**config.mk**
```make
export PLATFORM = sky130hd
export DESIGN_NAME = nmea_sentence_field_extractor_unit_flat
export DESIGN_NICKNAME = d
export VERILOG_FILES = /design/src/design/nsfe_pkg.sv /design/src/design/nsfe_ifs.sv /design/src/design/nmea_sentence_field_extractor_unit.sv /design/src/design/nsfe_parser.sv /design/src/design/nsfe_out_buf.sv /design/src/flat_wrapper.sv
export SDC_FILE = /design/constraint.sdc
export NUM_CORES = 1
export LEC_CHECK = 0
export BUFFER_PORTS_ARGS = -buffer_cell sky130_fd_sc_hd__buf_2
export CORE_MARGIN = 5
export CORE_UTILIZATION = 55
export CTS_CLUSTER_DIAMETER = 60
export DETAILED_ROUTE_END_ITERATION = 16
export PLACE_DENSITY = 0.77
export SYNTH_ARGS = -nofsm -noshare
export SYNTH_HDL_FRONTEND = slang
export SYNTH_SLANG_ARGS = --single-unit
```
**constraint.sdc**
```tcl
create_clock -name clk -period 6.8 [get_ports clk]
set_input_delay 0.68 -clock clk [delete_from_list [all_inputs] [get_ports clk]]
set_output_delay 0.68 -clock clk [all_outputs]
set_load 0.005 [all_outputs]
```
**src/design/nsfe_pkg.sv**
```systemverilog
// nsfe_pkg: shared types, codes and functions for the NMEA sentence field extractor.
// No dependencies; the parser, output buffer and top level refer to it by scoped names.
package nsfe_pkg;

    localparam logic [7:0] CH_LF    = 8'd10;
    localparam logic [7:0] CH_CR    = 8'd13;
    localparam logic [7:0] CH_COMMA = 8'h2C;

    localparam int HDR_BYTES = 6;
    localparam logic [7:0] LEN_MAX   = 8'd255;
    localparam logic [4:0] COMMA_MAX = 5'd31;

    localparam logic [7:0] MIN_LINE_LENGTH_RESET = 8'd50;

    // header byte 0 sits in the low bits, so the literals read back to front
    localparam logic [47:0] HDR_GGA = "AGGPG$";
    localparam logic [47:0] HDR_RMC = "CMRPG$";
    localparam logic [47:0] HDR_VTG = "GTVPG$";
    localparam logic [47:0] HDR_GSA = "ASGPG$";

    localparam logic [2:0] KIND_GGA   = 3'd0;
    localparam logic [2:0] KIND_RMC   = 3'd1;
    localparam logic [2:0] KIND_VTG   = 3'd2;
    localparam logic [2:0] KIND_GSA   = 3'd3;
    localparam logic [2:0] KIND_OTHER = 3'd4;

    localparam logic [2:0] TAG_TIME  = 3'd0;
    localparam logic [2:0] TAG_LAT   = 3'd1;
    localparam logic [2:0] TAG_LON   = 3'd2;
    localparam logic [2:0] TAG_ALT   = 3'd3;
    localparam logic [2:0] TAG_SPEED = 3'd4;
    localparam logic [2:0] TAG_DATE  = 3'd5;
    localparam logic [2:0] TAG_NONE  = 3'd7;

    localparam logic [1:0] RES_CHAR      = 2'd0;
    localparam logic [1:0] RES_FIELD_END = 2'd1;
    localparam logic [1:0] RES_LINE_END  = 2'd2;

    typedef struct packed {
        logic [1:0] result_kind;
        logic [2:0] field_tag;
        logic [7:0] field_char;
        logic [4:0] field_number;
        logic [2:0] sentence_kind;
        logic       line_long_enough;
    } result_t;

    function automatic logic [2:0] classify(input logic [47:0] hdr);
        logic [2:0] k;
        k = KIND_OTHER;
        if (hdr == HDR_GSA) k = KIND_GSA;
        if (hdr == HDR_VTG) k = KIND_VTG;
        if (hdr == HDR_RMC) k = KIND_RMC;
        if (hdr == HDR_GGA) k = KIND_GGA;
        return k;
    endfunction

    function automatic logic [2:0] tag_of(input logic [2:0] kind, input logic [4:0] field);
        logic [2:0] t;
        t = TAG_NONE;
        case (kind)
            KIND_GGA:
            begin
                case (field)
                    5'd1:    t = TAG_TIME;
                    5'd2:    t = TAG_LAT;
                    5'd4:    t = TAG_LON;
                    5'd9:    t = TAG_ALT;
                    default: t = TAG_NONE;
                endcase
            end
            KIND_RMC:
            begin
                case (field)
                    5'd1:    t = TAG_TIME;
                    5'd3:    t = TAG_LAT;
                    5'd5:    t = TAG_LON;
                    5'd7:    t = TAG_SPEED;
                    5'd9:    t = TAG_DATE;
                    default: t = TAG_NONE;
                endcase
            end
            KIND_VTG:
            begin
                case (field)
                    5'd5:    t = TAG_SPEED;
                    5'd7:    t = TAG_SPEED;
                    default: t = TAG_NONE;
                endcase
            end
            default: t = TAG_NONE;
        endcase
        return t;
    endfunction

endpackage

```
**src/design/nsfe_ifs.sv**
```systemverilog
// Channel interfaces of the NMEA sentence field extractor: byte in, config write, result out.
// Does not refer to nsfe_pkg; the field widths here match those of nsfe_pkg::result_t.
interface nsfe_byte_if;
    logic       valid;
    logic       ready;
    logic [7:0] rx_byte;
    modport source (output valid, output rx_byte, input ready);
    modport sink (input valid, input rx_byte, output ready);
endinterface

interface nsfe_cfg_if;
    logic       valid;
    logic       ready;
    logic [7:0] min_line_length;
    modport source (output valid, output min_line_length, input ready);
    modport sink (input valid, input min_line_length, output ready);
endinterface

interface nsfe_result_if;
    logic       valid;
    logic       ready;
    logic [1:0] result_kind;
    logic [2:0] field_tag;
    logic [7:0] field_char;
    logic [4:0] field_number;
    logic [2:0] sentence_kind;
    logic       line_long_enough;
    modport source (output valid, output result_kind, output field_tag, output field_char,
                    output field_number, output sentence_kind, output line_long_enough,
                    input ready);
    modport sink (input valid, input result_kind, input field_tag, input field_char,
                  input field_number, input sentence_kind, input line_long_enough,
                  output ready);
endinterface

```
**src/design/nmea_sentence_field_extractor_unit.sv**
```systemverilog
// NMEA sentence field extractor, top level. One received byte per word in.
// A result word is offered in the cycle after its byte is accepted, unless the output register is held.
// Throughput: one byte per cycle; input stalls whenever the skid register of the
// two-word output buffer holds a word, which happens only behind a stalled consumer.
// Reset (rst_n, async, active low): line state cleared, kind other, min length 50,
// output buffer empty.
module nmea_sentence_field_extractor_unit
(
    input  logic          clk,
    input  logic          rst_n,
    nsfe_byte_if.sink     rx,
    nsfe_cfg_if.sink      cfg,
    nsfe_result_if.source fields
);

    logic              space;
    logic              push;
    nsfe_pkg::result_t push_data;

    nsfe_parser u_parser
    (
        .clk       (clk),
        .rst_n     (rst_n),
        .rx        (rx),
        .cfg       (cfg),
        .space     (space),
        .push      (push),
        .push_data (push_data)
    );

    nsfe_out_buf u_out_buf
    (
        .clk       (clk),
        .rst_n     (rst_n),
        .push      (push),
        .push_data (push_data),
        .space     (space),
        .fields    (fields)
    );

endmodule

```
**src/design/nsfe_parser.sv**
```systemverilog
// nsfe_parser: line state (header, length, comma count, kind) and per-byte result logic.
// Depends on nsfe_pkg and nsfe_ifs.
module nsfe_parser
(
    input  logic               clk,
    input  logic               rst_n,
    nsfe_byte_if.sink          rx,
    nsfe_cfg_if.sink           cfg,
    input  logic               space,
    output logic               push,
    output nsfe_pkg::result_t  push_data
);

    logic [47:0] hdr_reg, hdr_next, hdr_upd;
    logic [7:0]  len_reg, len_next;
    logic [4:0]  count_reg, count_next;
    logic [2:0]  kind_reg, kind_next;
    logic [7:0]  min_len_reg;

    logic       accept;
    logic       is_eol;
    logic       is_comma;
    logic [2:0] kind_cur;
    logic [2:0] tag;

    assign rx.ready  = space;
    assign cfg.ready = 1'b1;
    assign accept    = rx.valid & space;

    assign is_eol   = (rx.rx_byte == nsfe_pkg::CH_LF) || (rx.rx_byte == nsfe_pkg::CH_CR);
    assign is_comma = (rx.rx_byte == nsfe_pkg::CH_COMMA);

    always_comb
    begin
        hdr_upd = hdr_reg;
        for (int i = 0; i < nsfe_pkg::HDR_BYTES; i++)
        begin
            if (len_reg == 8'(i))
                hdr_upd[8*i +: 8] = rx.rx_byte;
        end
    end

    // the sentence is classed at the first comma, on the header including this byte
    assign kind_cur = (is_comma && count_reg == 5'd0) ? nsfe_pkg::classify(hdr_upd) : kind_reg;
    assign tag      = nsfe_pkg::tag_of(kind_cur, count_reg);

    always_comb
    begin
        push_data = '0;
        push_data.field_number  = count_reg;
        push_data.sentence_kind = kind_cur;
        if (is_eol)
        begin
            push_data.result_kind      = nsfe_pkg::RES_LINE_END;
            push_data.sentence_kind    = kind_reg;
            push_data.line_long_enough = (len_reg > min_len_reg);
        end
        else if (is_comma)
        begin
            push_data.result_kind = nsfe_pkg::RES_FIELD_END;
            push_data.field_tag   = tag;
        end
        else
        begin
            push_data.result_kind = nsfe_pkg::RES_CHAR;
            push_data.field_tag   = tag;
            push_data.field_char  = rx.rx_byte;
        end
    end

    assign push = accept && (is_eol || tag != nsfe_pkg::TAG_NONE);

    always_comb
    begin
        hdr_next   = hdr_reg;
        len_next   = len_reg;
        count_next = count_reg;
        kind_next  = kind_reg;
        if (accept)
        begin
            if (is_eol)
            begin
                hdr_next   = '0;
                len_next   = '0;
                count_next = '0;
                kind_next  = nsfe_pkg::KIND_OTHER;
            end
            else
            begin
                hdr_next = hdr_upd;
                if (len_reg != nsfe_pkg::LEN_MAX)
                    len_next = len_reg + 8'd1;
                if (is_comma)
                begin
                    kind_next = kind_cur;
                    if (count_reg != nsfe_pkg::COMMA_MAX)
                        count_next = count_reg + 5'd1;
                end
            end
        end
    end

    always_ff @(posedge clk or negedge rst_n)
    begin
        if (!rst_n)
        begin
            hdr_reg     <= '0;
            len_reg     <= '0;
            count_reg   <= '0;
            kind_reg    <= nsfe_pkg::KIND_OTHER;
            min_len_reg <= nsfe_pkg::MIN_LINE_LENGTH_RESET;
        end
        else
        begin
            hdr_reg   <= hdr_next;
            len_reg   <= len_next;
            count_reg <= count_next;
            kind_reg  <= kind_next;
            if (cfg.valid)
                min_len_reg <= cfg.min_line_length;
        end
    end

    // kind is only set together with the first comma
    a_kind_needs_comma: assert property (@(posedge clk) disable iff (!rst_n)
        count_reg == 5'd0 |-> kind_reg == nsfe_pkg::KIND_OTHER)
        else $error("sentence kind set before first comma");

    a_eol_clears: assert property (@(posedge clk) disable iff (!rst_n)
        accept && is_eol |=> len_reg == 8'd0 && count_reg == 5'd0 && hdr_reg == 48'd0)
        else $error("line state not cleared at line end");

    a_eol_pushes: assert property (@(posedge clk) disable iff (!rst_n)
        accept && is_eol |-> push)
        else $error("line end without a result word");

endmodule

```
**src/design/nsfe_out_buf.sv**
```systemverilog
// nsfe_out_buf: two-word output buffer (output register plus skid register).
// Depends on nsfe_pkg and nsfe_ifs.
module nsfe_out_buf
(
    input  logic               clk,
    input  logic               rst_n,
    input  logic               push,
    input  nsfe_pkg::result_t  push_data,
    output logic               space,
    nsfe_result_if.source      fields
);

    logic              out_valid_reg, out_valid_next;
    logic              skid_valid_reg, skid_valid_next;
    nsfe_pkg::result_t out_data_reg, out_data_next;
    nsfe_pkg::result_t skid_data_reg, skid_data_next;
    logic              pop;

    assign pop   = out_valid_reg & fields.ready;
    assign space = !skid_valid_reg;

    always_comb
    begin
        out_valid_next  = out_valid_reg;
        skid_valid_next = skid_valid_reg;
        out_data_next   = out_data_reg;
        skid_data_next  = skid_data_reg;
        if (skid_valid_reg)
        begin
            if (pop)
            begin
                out_data_next   = skid_data_reg;
                skid_valid_next = 1'b0;
            end
        end
        else if (push)
        begin
            if (!out_valid_reg || pop)
            begin
                out_data_next  = push_data;
                out_valid_next = 1'b1;
            end
            else
            begin
                skid_data_next  = push_data;
                skid_valid_next = 1'b1;
            end
        end
        else if (pop)
        begin
            out_valid_next = 1'b0;
        end
    end

    always_ff @(posedge clk or negedge rst_n)
    begin
        if (!rst_n)
        begin
            out_valid_reg  <= 1'b0;
            skid_valid_reg <= 1'b0;
        end
        else
        begin
            out_valid_reg  <= out_valid_next;
            skid_valid_reg <= skid_valid_next;
        end
    end

    always_ff @(posedge clk)
    begin
        out_data_reg  <= out_data_next;
        skid_data_reg <= skid_data_next;
    end

    assign fields.valid            = out_valid_reg;
    assign fields.result_kind      = out_data_reg.result_kind;
    assign fields.field_tag        = out_data_reg.field_tag;
    assign fields.field_char       = out_data_reg.field_char;
    assign fields.field_number     = out_data_reg.field_number;
    assign fields.sentence_kind    = out_data_reg.sentence_kind;
    assign fields.line_long_enough = out_data_reg.line_long_enough;

    a_skid_behind_out: assert property (@(posedge clk) disable iff (!rst_n)
        skid_valid_reg |-> out_valid_reg)
        else $error("skid word held with empty output register");

    a_no_push_when_full: assert property (@(posedge clk) disable iff (!rst_n)
        push |-> !skid_valid_reg)
        else $error("word pushed into full buffer");

    a_skid_moves_up: assert property (@(posedge clk) disable iff (!rst_n)
        skid_valid_reg && pop |=> out_valid_reg && !skid_valid_reg
                                  && out_data_reg == $past(skid_data_reg))
        else $error("skid word lost on pop");

endmodule

```
**src/flat_wrapper.sv**
```systemverilog
// flat-port wrapper written by rule: the top's interface ports become plain ports
module nmea_sentence_field_extractor_unit_flat 
  (clk, rst_n, rx_valid, rx_rx_byte, rx_ready, cfg_valid, cfg_min_line_length, cfg_ready, fields_valid, fields_result_kind, fields_field_tag, fields_field_char, fields_field_number, fields_sentence_kind, fields_line_long_enough, fields_ready);
  nsfe_byte_if rx_i ();
  nsfe_cfg_if cfg_i ();
  nsfe_result_if fields_i ();
  input  logic clk;
  input  logic rst_n;
  input wire logic [$bits(rx_i.valid)-1:0] rx_valid;
  input wire logic [$bits(rx_i.rx_byte)-1:0] rx_rx_byte;
  output wire logic [$bits(rx_i.ready)-1:0] rx_ready;
  input wire logic [$bits(cfg_i.valid)-1:0] cfg_valid;
  input wire logic [$bits(cfg_i.min_line_length)-1:0] cfg_min_line_length;
  output wire logic [$bits(cfg_i.ready)-1:0] cfg_ready;
  output wire logic [$bits(fields_i.valid)-1:0] fields_valid;
  output wire logic [$bits(fields_i.result_kind)-1:0] fields_result_kind;
  output wire logic [$bits(fields_i.field_tag)-1:0] fields_field_tag;
  output wire logic [$bits(fields_i.field_char)-1:0] fields_field_char;
  output wire logic [$bits(fields_i.field_number)-1:0] fields_field_number;
  output wire logic [$bits(fields_i.sentence_kind)-1:0] fields_sentence_kind;
  output wire logic [$bits(fields_i.line_long_enough)-1:0] fields_line_long_enough;
  input wire logic [$bits(fields_i.ready)-1:0] fields_ready;
  assign rx_i.valid = rx_valid;
  assign rx_i.rx_byte = rx_rx_byte;
  assign rx_ready = rx_i.ready;
  assign cfg_i.valid = cfg_valid;
  assign cfg_i.min_line_length = cfg_min_line_length;
  assign cfg_ready = cfg_i.ready;
  assign fields_valid = fields_i.valid;
  assign fields_result_kind = fields_i.result_kind;
  assign fields_field_tag = fields_i.field_tag;
  assign fields_field_char = fields_i.field_char;
  assign fields_field_number = fields_i.field_number;
  assign fields_sentence_kind = fields_i.sentence_kind;
  assign fields_line_long_enough = fields_i.line_long_enough;
  assign fields_i.ready = fields_ready;
  nmea_sentence_field_extractor_unit u_core (.clk(clk), .rst_n(rst_n), .rx(rx_i), .cfg(cfg_i), .fields(fields_i));
endmodule
```
==> flow_summary.toml <==
[die]
die_h_um = 116
core_sq_mm = 0.0109
pin_count = 46
dieArea_sq_mm = 0.0135
initial_utilization_pct = 56.6
die_w_um = 116
rows = 38

[grt]
grt_max_degree = 75
grt_pass1_vias = 4836
antenna_found_initial = 0
overflow = 0
track_usage_pct = 23.8
grt_pass1_wl_um = 24800

[routing]
wl_per_cell_um = 18.9
dr.max_layer_used = "met4"
antenna_left = 0
dr_wl_met3_um = 1120
wl_um = 15100
wl_met2_um = 7190
drtPass1Iterations = 5
viasPerCell = 6.25
met1_length_um = 6370
drt-initial-drc-count = 501
route.detailed.drc = 0
vias = 4983

[sta]
fin_crit_ns = 5.05
fin_worst_skew_ns = 0.0139
fin_tns_setup_ns = 0
fin_crit_sh_pct = 74.3
worst_slack_ns = 1.75
fmax_mhz = 198
whs_ns = 0.469
slew_headroom_pct = 23.2
hold_viol_final = 0
drv_slew = 0
setup_viol = 0
rsz0062_at_grt = "false"
worst-slew-pin-transition_ns = 1.15

[setup_path]
crit_path_start_kind = "flip-flop"
worstPathArrival_ns = 5.07
end_kind = "flip-flop"
worstPathRequired_ns = 6.82
slowest_stage = "o31ai_4"
critPathMaxStageDelay_ns = 0.92
path_cells = "nor4_4 -> a21oi_1 -> or4b_1 -> or4_4 -> a2111oi_4 -> mux2_4 -> and4bb_4 -> o31ai_4"
path_class = "flip-flop to flip-flop"
worstPathMaxFanout = 22

[clock_network]
cts_htree_levels = 4
clock_latency_ns = 0.42
cts_tree = "yes"
cts_setup_buffers = 0
cts_sinks = 118
cts.repair.resized = 0
cts-root-buf = "clkbuf_16"
clock_path_buffers = 2
cts_made_buffers = 17
clk_pin_slew_ns = 0.06
cts_hold_buf = 0

[logic_synthesis]
yosys.area.top_type = "dfrtp_1"
syn_inst = 605
synth-edff-count = 44
synth_area_sq_mm = 0.00619
synth-seq-cells = 118
ys_seq_area_share_pct = 51.3
yosysUniqueCellTypes = 74
ys.flop_type = "dfrtp_1"
synth_top_area_share_pct = 28.3
synth_fp_nets = 643
async_flop_share_pct = 62.7
synth.avg_cell_area_sq_um = 10.2
ys_warn_count = 0
synth_area_leaders = "dfrtp_1, edfxtp_1, nand2_1"

[pwr]
seq_power_share_pct = 43.7
power_frac_clock_pct = 37.8
switching_share_pct = 30.3
power.switching_uw = 706
combPwrFrac_pct = 18.5
powerDensity_mw_per_mm2 = 329
internal-power_uw = 1630
vdd_drop_max_v = 0.000198
leakage_uw = 0.00292

[layout]
design_area_sq_mm = 0.00709
diodes = 0
syn2layout_area_growth_pct = 14.4
drive_gt1_share_pct = 18.6
final_cell_mix = "nand2_1, dfrtp_1, o21ai_0"
fin_nets = 682
multiInputGateArea_sq_mm = 0.00280
final_common_cell = "nand2_1"
largest_reg_flops = 48
final_core_util_pct = 64.8
nFillCells = 854
regArea_sq_mm = 0.00318

[placed_design]
dpl_cell_area_sq_mm = 0.00650
dp_hpwl_um = 9980
gp_congestion = 0.920
io_buffers = 44
dp_slack_ns = 1.83

[min_path]
hp-class = "input pin to asynchronous set/reset pin"

[job]
maxCapViolations = 0

[run_status]
status = "complete, no violations"
==> kinds of logic (layout without fill, tap and decap cells) <==
kind of cell | Yosys count | count (layout) | share of synthesized area, %
XOR/XNOR | 3 | 3 | 0.424
AO/OA/AOI/OAI | 162 | 162 | 17.6
buffers and inverters | 55 | 107 | 3.70
AND/OR/NAND/NOR | 232 | 232 | 20.2
adder cells (fa/ha/maj) | 17 | 17 | 3.43
other | 1 | 1 | 0.0606
multiplexers | 17 | 17 | 3.27
flip-flops | 118 | 118 | 51.3
==> stage by stage <==
| stage | total power (uW) | cells |
|---|---|---|
| 6_report | 2330 | 797 |
| 5_1_grt | 2450 | 797 |
| 4_1_cts | 2330 | 797 |
| 3_5_place_dp | 1440 | 765 |
| 3_3_place_gp | 1420 | 765 |
| 2_1_floorplan | 1320 | 605 |
==> worst max-delay path: cells and delay by family (launching register included) <==
kind               cells  cell delay [ns]
AOI/OAI and AO/OA      3             1.56
DFF                    1             0.48
muxes                  1             0.35
and+or+nand+nor        4             2.26
==> worst paths after layout <==
kind | startpoint | to | slack [ns] | cells after the start
min in group clk | cfg_min_line_length[7] | u_core.u_parser.min_len_reg[7] | 0.47 | 3
worst min register to register | u_core.u_parser.hdr_reg[2] | u_core.u_parser.hdr_reg[2] | 0.47 | 2
worst min-delay path | rst_n | u_core.u_parser.hdr_reg[10] | 0.47 | 2
max in group asynchronous | rst_n | u_core.u_out_buf.fields.valid | 5.69 | 2
worst max register to register | u_core.u_parser.len_reg[4] | u_core.u_out_buf.fields.field_number[2] | 1.75 | 8
worst max-delay path | u_core.u_parser.len_reg[4] | u_core.u_out_buf.fields.field_number[2] | 1.75 | 8
==> power groups by stage <==
stage / registers [uW] / clock network, uW / logic (uW)
floorplan: 974 / 0 / 345
global placement: 1010 / 0 / 404
detailed placement: 1020 / 0 / 421
CTS: 1010 / 888 / 429
global route: 1040 / 917 / 490
finish: 1020 / 882 / 431
==> final cells by class <==
class                           count  share of cell area [%]
Sequential cell                   118                    44.9
Tap cell                          140                    2.47
Inverter                           27                    1.43
Clock inverter                     15                    2.21
Multi-Input combinational cell    432                    39.5
Clock buffer                       17                    6.00
Timing Repair Buffer               48                    3.53
==> Yosys cell counts, drive strengths merged, types with 6 or more instances <==
master  number
and3         6
nand3       10
buf          6
nand2       89
or4          6
nor4         6
dfrtp       70
nor3        12
a21oi       20
inv         23
nand2b      16
ha          17
a22o        28
nand3b       6
clkbuf      22
edfxtp      44
mux2        13
nor2        34
o21ai       73
==> metal layers <==
metal  up-vias  GRT usage, %
met5         -             0
met4         0          10.1
met3        34          4.56
met2       221          38.4
met1      2428          31.6
li1       2300             -
(Power assumes the default switching activity.)
